$ cat src/rtl/dmxrdm_pkg.sv
// Shared types and constants for the DMX512 / RDM frame receiver.
// No dependencies; imported by dmxrdm_engine and dmx512_rdm_frame_receiver.
`default_nettype none

package dmxrdm_pkg;

   // Frame size limits
   localparam int MAX_SLOTS        = 512;
   localparam int RDM_BUFFER_BYTES = 256;
   localparam int IDX_W            = 10;

   // Line event codes
   localparam logic [1:0] CMD_BREAK   = 2'd0;
   localparam logic [1:0] CMD_BYTE    = 2'd1;
   localparam logic [1:0] CMD_TIMEOUT = 2'd2;

   // Store kinds
   localparam logic [1:0] STORE_NONE = 2'd0;
   localparam logic [1:0] STORE_DMX  = 2'd1;
   localparam logic [1:0] STORE_RDM  = 2'd2;

   // Frame events
   localparam logic [1:0] EV_NONE     = 2'd0;
   localparam logic [1:0] EV_DMX_DONE = 2'd1;
   localparam logic [1:0] EV_RDM_OK   = 2'd2;
   localparam logic [1:0] EV_RDM_DROP = 2'd3;

   // Protocol bytes
   localparam logic [7:0] SC_DMX        = 8'h00;
   localparam logic [7:0] SC_RDM        = 8'hCC;
   localparam logic [7:0] SUB_START_RDM = 8'h01;
   localparam logic [7:0] DISC_PREAMBLE = 8'hFE;
   localparam logic [7:0] DISC_SEPARATE = 8'hAA;
   localparam logic [IDX_W-1:0] DISC_PRE_END  = 10'd9;
   localparam logic [4:0]       DISC_EUID_LEN = 5'd12;
   localparam logic [4:0]       DISC_CS_LEN   = 5'd4;

   typedef enum logic [3:0] {
      PH_IDLE      = 4'd0,
      PH_PRE_BREAK = 4'd1,
      PH_BREAK     = 4'd2,
      PH_DMX       = 4'd3,
      PH_RDM       = 4'd4,
      PH_CSH       = 4'd5,
      PH_CSL       = 4'd6,
      PH_DISC_FE   = 4'd7,
      PH_DISC_EUID = 4'd8,
      PH_DISC_CS   = 4'd9
   } phase_type;

   typedef struct packed {
      logic [1:0]  cmd;
      logic [7:0]  rx_byte;
      logic [31:0] time_us;
   } req_type;

   typedef struct packed {
      logic [1:0]       store_kind;
      logic [IDX_W-1:0] slot_index;
      logic [7:0]       slot_data;
      logic [1:0]       frame_event;
      logic [IDX_W-1:0] slots_in_packet;
      logic [31:0]      slot_to_slot_us;
      logic [31:0]      break_to_break_us;
      logic             break_to_break_valid;
      logic [31:0]      dmx_packet_count;
      logic [31:0]      rdm_packet_count;
   } rsp_type;

endpackage

`default_nettype wire

$ cat src/rtl/dmxrdm_engine.sv
// Framing state machine and statistics for the DMX512 / RDM receiver.
// Depends on dmxrdm_pkg; updates its state once per step and forms the result.
`default_nettype none

module dmxrdm_engine (
   input  wire logic              clock,
   input  wire logic              reset,
   input  wire logic              step,
   input  wire dmxrdm_pkg::req_type ev,
   output dmxrdm_pkg::rsp_type    res
);
   import dmxrdm_pkg::*;

   phase_type        phase_ff, phase_in;
   logic [IDX_W-1:0] idx_ff, idx_in;
   logic [31:0]      last_t_ff, last_t_in;
   logic [31:0]      brk_latest_ff, brk_latest_in;
   logic [31:0]      brk_prev_ff, brk_prev_in;
   logic             brk_seen_ff, brk_seen_in;
   logic [31:0]      slot_int_ff, slot_int_in;
   logic [31:0]      brk_int_ff, brk_int_in;
   logic             brk_int_vld_ff, brk_int_vld_in;
   logic [15:0]      sum_ff, sum_in;
   logic [7:0]       len_ff, len_in;
   logic [7:0]       sub_ff, sub_in;
   logic [4:0]       disc_ff, disc_in;
   logic [31:0]      dmx_cnt_ff, dmx_cnt_in;
   logic [31:0]      rdm_cnt_ff, rdm_cnt_in;

   logic [IDX_W-1:0] idx_inc;
   logic [31:0]      gap;
   logic [4:0]       disc_inc;
   logic [1:0]       kind;
   logic [IDX_W-1:0] sidx;
   logic [7:0]       sdata;
   logic [1:0]       fev;
   logic [IDX_W-1:0] slots;

   assign idx_inc  = idx_ff + 10'd1;
   assign gap      = ev.time_us - last_t_ff;
   assign disc_inc = disc_ff + 5'd1;

   // Next state and result for one line event
   always_comb begin
      phase_in       = phase_ff;
      idx_in         = idx_ff;
      last_t_in      = last_t_ff;
      brk_latest_in  = brk_latest_ff;
      brk_prev_in    = brk_prev_ff;
      brk_seen_in    = brk_seen_ff;
      slot_int_in    = slot_int_ff;
      brk_int_in     = brk_int_ff;
      brk_int_vld_in = brk_int_vld_ff;
      sum_in         = sum_ff;
      len_in         = len_ff;
      sub_in         = sub_ff;
      disc_in        = disc_ff;
      dmx_cnt_in     = dmx_cnt_ff;
      rdm_cnt_in     = rdm_cnt_ff;
      kind           = STORE_NONE;
      sidx           = '0;
      sdata          = '0;
      fev            = EV_NONE;
      slots          = '0;

      case (ev.cmd)
         CMD_BREAK: begin
            phase_in      = PH_PRE_BREAK;
            brk_latest_in = ev.time_us;
            last_t_in     = ev.time_us;
         end
         CMD_BYTE: begin
            last_t_in = ev.time_us;
            case (phase_ff)
               PH_IDLE: begin
                  if (ev.rx_byte == DISC_PREAMBLE) begin
                     phase_in = PH_DISC_FE;
                     kind     = STORE_RDM;
                     sdata    = DISC_PREAMBLE;
                     idx_in   = 10'd1;
                  end
               end
               PH_PRE_BREAK: begin
                  // skip the break's own zero byte
                  phase_in = PH_BREAK;
               end
               PH_BREAK: begin
                  if (ev.rx_byte == SC_DMX) begin
                     phase_in   = PH_DMX;
                     kind       = STORE_DMX;
                     idx_in     = 10'd1;
                     dmx_cnt_in = dmx_cnt_ff + 32'd1;
                     if (brk_seen_ff) begin
                        brk_int_in     = brk_latest_ff - brk_prev_ff;
                        brk_int_vld_in = 1'b1;
                     end else begin
                        brk_seen_in = 1'b1;
                     end
                     brk_prev_in = brk_latest_ff;
                  end else if (ev.rx_byte == SC_RDM) begin
                     phase_in       = PH_RDM;
                     kind           = STORE_RDM;
                     sdata          = SC_RDM;
                     sum_in         = {8'd0, SC_RDM};
                     idx_in         = 10'd1;
                     rdm_cnt_in     = rdm_cnt_ff + 32'd1;
                     brk_seen_in    = 1'b0;
                     brk_int_vld_in = 1'b0;
                  end else begin
                     phase_in       = PH_IDLE;
                     brk_seen_in    = 1'b0;
                     brk_int_vld_in = 1'b0;
                  end
               end
               PH_DMX: begin
                  slot_int_in = gap;
                  kind        = STORE_DMX;
                  sidx        = idx_ff;
                  sdata       = ev.rx_byte;
                  idx_in      = idx_inc;
                  if (idx_inc > IDX_W'(MAX_SLOTS)) begin
                     phase_in = PH_IDLE;
                     fev      = EV_DMX_DONE;
                     slots    = IDX_W'(MAX_SLOTS);
                  end
               end
               PH_RDM: begin
                  if (idx_ff >= IDX_W'(RDM_BUFFER_BYTES)) begin
                     phase_in = PH_IDLE;
                     fev      = EV_RDM_DROP;
                  end else begin
                     kind   = STORE_RDM;
                     sidx   = idx_ff;
                     sdata  = ev.rx_byte;
                     if (idx_ff == 10'd1) sub_in = ev.rx_byte;
                     if (idx_ff == 10'd2) len_in = ev.rx_byte;
                     sum_in = sum_ff + {8'd0, ev.rx_byte};
                     idx_in = idx_inc;
                     if (idx_inc >= 10'd3 && idx_inc == {2'd0, len_in}) phase_in = PH_CSH;
                  end
               end
               PH_CSH, PH_CSL: begin
                  if (idx_ff >= IDX_W'(RDM_BUFFER_BYTES)) begin
                     phase_in = PH_IDLE;
                     fev      = EV_RDM_DROP;
                  end else begin
                     kind   = STORE_RDM;
                     sidx   = idx_ff;
                     sdata  = ev.rx_byte;
                     idx_in = idx_inc;
                     if (phase_ff == PH_CSH) begin
                        sum_in   = sum_ff - {ev.rx_byte, 8'd0};
                        phase_in = PH_CSL;
                     end else begin
                        sum_in   = sum_ff - {8'd0, ev.rx_byte};
                        fev      = (sum_in == 16'd0 && sub_ff == SUB_START_RDM) ?
                                   EV_RDM_OK : EV_RDM_DROP;
                        phase_in = PH_IDLE;
                     end
                  end
               end
               PH_DISC_FE: begin
                  kind   = STORE_RDM;
                  sidx   = idx_ff;
                  sdata  = ev.rx_byte;
                  idx_in = idx_inc;
                  if (ev.rx_byte == DISC_SEPARATE || idx_inc == DISC_PRE_END) begin
                     phase_in = PH_DISC_EUID;
                     disc_in  = '0;
                  end
               end
               PH_DISC_EUID: begin
                  kind    = STORE_RDM;
                  sidx    = idx_ff;
                  sdata   = ev.rx_byte;
                  idx_in  = idx_inc;
                  disc_in = disc_inc;
                  if (disc_inc == DISC_EUID_LEN) begin
                     phase_in = PH_DISC_CS;
                     disc_in  = '0;
                  end
               end
               PH_DISC_CS: begin
                  kind    = STORE_RDM;
                  sidx    = idx_ff;
                  sdata   = ev.rx_byte;
                  idx_in  = idx_inc;
                  disc_in = disc_inc;
                  if (disc_inc == DISC_CS_LEN) begin
                     phase_in = PH_IDLE;
                     fev      = EV_RDM_OK;
                  end
               end
               default: begin
                  phase_in       = PH_IDLE;
                  brk_seen_in    = 1'b0;
                  brk_int_vld_in = 1'b0;
               end
            endcase
         end
         CMD_TIMEOUT: begin
            // end the DMX frame once the line has been quiet too long
            if (phase_ff == PH_DMX && gap > slot_int_ff) begin
               phase_in = PH_IDLE;
               fev      = EV_DMX_DONE;
               slots    = idx_ff - 10'd1;
            end
         end
         default: begin
         end
      endcase
   end

   // Assemble the result from the updated state
   always_comb begin
      res.store_kind           = kind;
      res.slot_index           = sidx;
      res.slot_data            = sdata;
      res.frame_event          = fev;
      res.slots_in_packet      = slots;
      res.slot_to_slot_us      = slot_int_in;
      res.break_to_break_us    = brk_int_in;
      res.break_to_break_valid = brk_int_vld_in;
      res.dmx_packet_count     = dmx_cnt_in;
      res.rdm_packet_count     = rdm_cnt_in;
   end

   // Hold state between events; advance on each step
   always_ff @(posedge clock) begin
      if (reset) begin
         phase_ff       <= PH_IDLE;
         idx_ff         <= '0;
         last_t_ff      <= '0;
         brk_latest_ff  <= '0;
         brk_prev_ff    <= '0;
         brk_seen_ff    <= 1'b0;
         slot_int_ff    <= '0;
         brk_int_ff     <= '0;
         brk_int_vld_ff <= 1'b0;
         sum_ff         <= '0;
         len_ff         <= '0;
         sub_ff         <= '0;
         disc_ff        <= '0;
         dmx_cnt_ff     <= '0;
         rdm_cnt_ff     <= '0;
      end else if (step) begin
         phase_ff       <= phase_in;
         idx_ff         <= idx_in;
         last_t_ff      <= last_t_in;
         brk_latest_ff  <= brk_latest_in;
         brk_prev_ff    <= brk_prev_in;
         brk_seen_ff    <= brk_seen_in;
         slot_int_ff    <= slot_int_in;
         brk_int_ff     <= brk_int_in;
         brk_int_vld_ff <= brk_int_vld_in;
         sum_ff         <= sum_in;
         len_ff         <= len_in;
         sub_ff         <= sub_in;
         disc_ff        <= disc_in;
         dmx_cnt_ff     <= dmx_cnt_in;
         rdm_cnt_ff     <= rdm_cnt_in;
      end
   end

`ifndef SYNTHESIS
   a_brk_valid_needs_seen: assert property (@(posedge clock) disable iff (reset)
      brk_int_vld_ff |-> brk_seen_ff)
      else $error("break interval valid without a previous break");

   a_euid_count_range: assert property (@(posedge clock) disable iff (reset)
      (phase_ff == PH_DISC_EUID) |-> (disc_ff < DISC_EUID_LEN))
      else $error("EUID byte count out of range");

   a_counters_hold: assert property (@(posedge clock) disable iff (reset)
      !step |=> $stable(dmx_cnt_ff) && $stable(rdm_cnt_ff) && $stable(phase_ff))
      else $error("state moved without a step");

   a_dmx_index_range: assert property (@(posedge clock) disable iff (reset)
      (step && kind == STORE_DMX) |-> (sidx < IDX_W'(MAX_SLOTS + 1)))
      else $error("DMX slot index beyond frame");
`endif

endmodule

`default_nettype wire

$ cat src/rtl/dmx512_rdm_frame_receiver.sv
// An accepted event waits in req_ff until it fires; its result is registered in rsp_ff.
// Throughput: one line event per cycle unless the result stalls; framing updates once per event.
// A waiting result stalls input only once the input register also holds an event.
// Reset (synchronous, active high) returns framing to idle and clears all statistics.
// Depends on dmxrdm_pkg and dmxrdm_engine.
`default_nettype none

module dmx512_rdm_frame_receiver (
   input  wire logic                clock,
   input  wire logic                reset,
   input  wire logic                req_valid,
   output logic                     req_ready,
   input  wire dmxrdm_pkg::req_type req_data,
   output logic                     rsp_valid,
   input  wire logic                rsp_ready,
   output dmxrdm_pkg::rsp_type      rsp_data
);
   import dmxrdm_pkg::*;

   req_type req_ff;
   logic    req_vld_ff, req_vld_in;
   rsp_type rsp_ff;
   logic    rsp_vld_ff, rsp_vld_in;
   rsp_type eng_res;
   logic    fire;

   // Process the held event when the result register is free or draining
   assign fire      = req_vld_ff && (!rsp_vld_ff || rsp_ready);
   assign req_ready = !req_vld_ff || fire;
   assign rsp_valid = rsp_vld_ff;
   assign rsp_data  = rsp_ff;

   dmxrdm_engine u_engine (
      .clock (clock),
      .reset (reset),
      .step  (fire),
      .ev    (req_ff),
      .res   (eng_res)
   );

   // Track occupancy of both registers
   always_comb begin
      req_vld_in = req_vld_ff;
      if (fire)      req_vld_in = 1'b0;
      if (req_valid && req_ready) req_vld_in = 1'b1;
      rsp_vld_in = rsp_vld_ff;
      if (rsp_vld_ff && rsp_ready) rsp_vld_in = 1'b0;
      if (fire) rsp_vld_in = 1'b1;
   end

   always_ff @(posedge clock) begin
      if (reset) begin
         req_vld_ff <= 1'b0;
         rsp_vld_ff <= 1'b0;
      end else begin
         req_vld_ff <= req_vld_in;
         rsp_vld_ff <= rsp_vld_in;
      end
   end

   // Capture payloads on transfer
   always_ff @(posedge clock) begin
      if (req_valid && req_ready) req_ff <= req_data;
      if (fire) rsp_ff <= eng_res;
   end

`ifndef SYNTHESIS
   a_input_held: assert property (@(posedge clock) disable iff (reset)
      (req_vld_ff && !fire) |=> req_vld_ff && $stable(req_ff))
      else $error("held event lost while stalled");

   a_result_not_overwritten: assert property (@(posedge clock) disable iff (reset)
      (rsp_vld_ff && !rsp_ready) |-> !fire)
      else $error("result overwritten before transfer");

   a_fire_gives_result: assert property (@(posedge clock) disable iff (reset)
      fire |=> rsp_vld_ff)
      else $error("processed event produced no result");
`endif

endmodule

`default_nettype wire
$ cat config.mk
export PLATFORM = sky130hd
export DESIGN_NAME = dmx512_rdm_frame_receiver
export DESIGN_NICKNAME = d
export VERILOG_FILES = /design/src/rtl/dmxrdm_pkg.sv /design/src/rtl/dmxrdm_engine.sv /design/src/rtl/dmx512_rdm_frame_receiver.sv
export SDC_FILE = /design/constraint.sdc
export NUM_CORES = 1
export LEC_CHECK = 0
export BUFFER_PORTS_ARGS = -buffer_cell sky130_fd_sc_hd__buf_2
export CAP_MARGIN = 20
export CORE_ASPECT_RATIO = 0.5
export CORE_MARGIN = 10
export CORE_UTILIZATION = 50
export DETAILED_ROUTE_END_ITERATION = 6
export PLACE_DENSITY = 0.8
export SYNTH_ARGS = -nofsm -noshare
export SYNTH_HDL_FRONTEND = slang
export SYNTH_SLANG_ARGS = --single-unit
$ cat constraint.sdc
create_clock -name clock -period 8.58 [get_ports clock]
set_input_delay 2.574 -clock clock [delete_from_list [all_inputs] [get_ports clock]]
set_output_delay 2.574 -clock clock [all_outputs]
set_load 0.005 [all_outputs]
==> impl_results.md <==
* Status: complete, no violations
* Worst reg-to-reg path cell count at 20
* Synth Area in Adders at 0.0666
* Final Cycle Share at 0.737
* Share of cells above drive strength 1 at 0.115
* Post-synth top area share at 0.233
* Worst IR drop on VDD at ~130 µV
* Sequential share of the synthesized area at 0.447
* R2R Path End: rsp_data[139]$_DFFE_PP_
* Post-route ant nets at 0
* Leak at between 10 and 15 nW
* Core Region at 0.0518 mm²
* DP Area at roughly 0.028 mm²
* Num Clock Sinks at approximately 480
* All-Layer GR Usage at 0.217
* Die width at roughly 340 µm
* H-tree depth at 2
* Number of core rows at 59
* Post-CTS setup buffer count at 0
* Async SR Flop Fraction at 0
* Root buffer cell: clkbuf_16
* Max-slew headroom at 0.298
* Most common cell after layout, fill and taps aside: nand2_1
* 1st-pass router iterations at 7
* Fin. max-slew vios at 0
* Area fraction in compound gates after synthesis at 0.153
* # Max-Cap Violations at 0
* Routed WL per cell at between 15 and 20 µm
* Final hold vios at 0
* Clk buf depth at 3
* Avg Vias per Cell at between 5 and 6
* Setup-failing EPs final at 0
* Total gr overflow at 0
* Largest net degree at the start of global routing at 120
* CTS Hold Buffers Added at 0
* First-pass GRT wire length at between 100000 and 150000 µm
* Yosys cell types at slightly below 90
* Crit path to: rsp_data[139]$_DFFE_PP_
* Fin crit period at approximately 6300 ps
* Combinational family with the most area after synthesis: simple AND/OR/NAND/NOR gates
* Worst-path clk slew at approximately 60 ps
* Post-synth EDFFs at slightly above 200
* DRC violations left at 0
* RD Place Congestion at about 0.98
* Starting Density at 0.504
* Worst-Skew Late Latency at ~600 ps
* # IOs at between 200 and 250
* Worst Path Max Fanout at 12
* HP Class: reg2reg
* PortBufs at between 200 and 250
* Number of synthesized register bits at approximately 480
* Crit Reg-Reg Startpoint: req_ff[0]$_DFFE_PP_
* Area growth, synth to finish at 11.4%
* First DRT Iteration DRCs at 2165
* CP startpoint: req_ff[0]$_DFFE_PP_
* Mux cell area share after synthesis at 0.0169
* Setup Skew at around 19 ps
* Vias in the first global route at slightly above 20000
* # resized after CTS at 0
* Synth Instances at slightly below 3000
* Mean Syn Cell Area at ~9 µm²
* Cell area after synthesis at roughly 0.026 mm²
* CTS tree: built
* Highest Clock Rate at 0.158 GHz
* Fill count at 4568
* Startpoint Class: flop
* Area leader, netlist: edfxtp_1
* Routed Wire Length at ~70000 µm
* Unrepaired setup endpoints after global routing: no
* Synth area leaders: edfxtp_1, dfxtp_1, nand2_1
* Req. time, crit path at 9000 ps
* Worst EP arrival at 6740 ps
* Power Total at around 5.1 mW
* Slew @ Worst Pin at 1050 ps
* Design area at 0.0291 mm²
* Ys flop type: dfxtp_1
* Synth Area in Simple Gates at 0.204
* WS Path Type: reg2reg
* Setup_tns at 0 ps
* HPWL after detailed placement at 50700 µm
* NumNets Final at between 3000 and 4000
* Xor-xnor portion of the synthesized cell area at 0.0660
* Warnings, synthesis at 0
* PwrDens at about 180 mW/mm²
* Vias at 21900
* Worst reg-to-reg setup slack at about 2300 ps
* Syn Nets at between 3000 and 4000
* Die height at 182 µm
* CP Capture Type: flop
* Most frequent cells in the layout: nand2_1, dfxtp_1, a21oi_1
* Initial antenna violation count at 2
* Die area at between 0.06 and 0.07 mm²
* TritonCTS Buffers at between 40 and 50
==> registers in the layout (all words and copies together), names as in the netlist, 32 cells and up <==
signal                  flops
req_ff                     42
rsp_data                  161
u_engine.brk_int_ff        32
u_engine.brk_latest_ff     32
u_engine.brk_prev_ff       32
u_engine.dmx_cnt_ff        32
u_engine.last_t_ff         32
u_engine.rdm_cnt_ff        32
u_engine.slot_int_ff       32
==> cells by family (layout without fill, tap and decap cells) <==
group	after synthesis	in the layout
AND/OR/NAND/NOR	1114	1114
AO/OA/AOI/OAI	646	646
flip-flops	482	482
buffers and inverters	312	463
XOR/XNOR	197	197
adder cells (fa/ha/maj)	136	136
multiplexers	42	42
other	0	1
==> per-layer routing <==
metal | wire [µm] | GRT usage | vias up | share of wire
met4 | 1920 | 0.0624 | 2 | 0.027
met5 | 13 | 0 | - | 0.00018
met3 | 4960 | 0.0390 | 123 | 0.070
met1 | 30800 | 0.289 | 10500 | 0.44
li1 | - | - | 10500 | -
met2 | 32800 | 0.359 | 736 | 0.47
==> power breakdown <==
part	internal (mW)	total [mW]	switching, mW
Sequential	2.45	2.49	0.0448
Clock	1.16	2.07	0.909
Combinational	0.197	0.549	0.352
==> synthesized netlist by cell type, drive strengths merged, types with 6 or more instances <==
library cell,n
nand2,450
dfxtp,279
a21oi,255
nor2,244
edfxtp,203
inv,151
o21ai,145
clkbuf,134
ha,131
xnor2,103
xor2,94
nand3,75
nor3,67
and3,48
or3,38
nand4,37
a21o,28
buf,26
mux2i,26
a211oi,24
nand2b,23
and2,21
o211ai,21
and4,20
nor4,19
o21a,19
a31oi,18
nor2b,18
mux2,16
o31ai,14
or2,11
a211o,9
o21bai,9
o22ai,9
or4,9
nand3b,8
nor3b,8
nor4b,7
o2111ai,7
o211a,7
o221ai,7
a21boi,6
a221oi,6
nand4b,6
==> worst max-delay path: stages, from the launching register on <==
cell and delay (ps):
edfxtp_1 420, inv_1 80, ha_1 180, inv_1 70, fa_1 420, a21oi_1 220
o22ai_1 150, o31ai_1 640, o221ai_1 400, o31ai_1 440, xor2_1 280, inv_1 70
ha_1 320, nand4_1 140, nor4_1 500, o311ai_0 230, and4_1 260, a21oi_1 370
nand3_1 530, nor4b_1 330, a21oi_1 120
==> area by class of cell <==
type,instances,area [µm²],share of cell area
tap,701,877,0.0302
sequential,482,11700,0.402
inverter,152,578,0.0199
timing repair buffer,225,1180,0.0405
clock buffer,63,1300,0.0446
multi-input combinational,2135,13300,0.456
antenna,1,2.50,0.0000860
clock inverter,23,216,0.00744
==> worst min path at each step <==
| stage | cells past startpoint | startpoint | end | slack, ps |
|---|---|---|---|---|
| after floorplan | 2 | u_engine.brk_int_ff[22]$_SDFFE_PP0P_ | u_engine.brk_int_ff[22]$_SDFFE_PP0P_ | 430 |
| after CTS | 2 | u_engine.brk_prev_ff[15]$_SDFFE_PP0P_ | u_engine.brk_prev_ff[15]$_SDFFE_PP0P_ | 450 |
| after global routing | 2 | u_engine.last_t_ff[21]$_SDFFE_PP0P_ | u_engine.last_t_ff[21]$_SDFFE_PP0P_ | 470 |
| final | 2 | u_engine.brk_prev_ff[8]$_SDFFE_PP0P_ | u_engine.brk_prev_ff[8]$_SDFFE_PP0P_ | 450 |
| after detailed placement | 2 | u_engine.brk_prev_ff[18]$_SDFFE_PP0P_ | u_engine.brk_prev_ff[18]$_SDFFE_PP0P_ | 440 |
| after global placement | 2 | u_engine.brk_prev_ff[18]$_SDFFE_PP0P_ | u_engine.brk_prev_ff[18]$_SDFFE_PP0P_ | 440 |
==> through the flow <==
step	instances	util	hold WS (ps)	setup WS, ps
after floorplan	2929	-	429	369
after global routing	3782	0.561	469	1950
after CTS	3781	0.561	453	2490
after detailed placement	3695	0.532	444	2540
final	3782	0.561	450	2250
after global placement	3695	0.532	439	2690
Power figures use the tool's default switching activity.
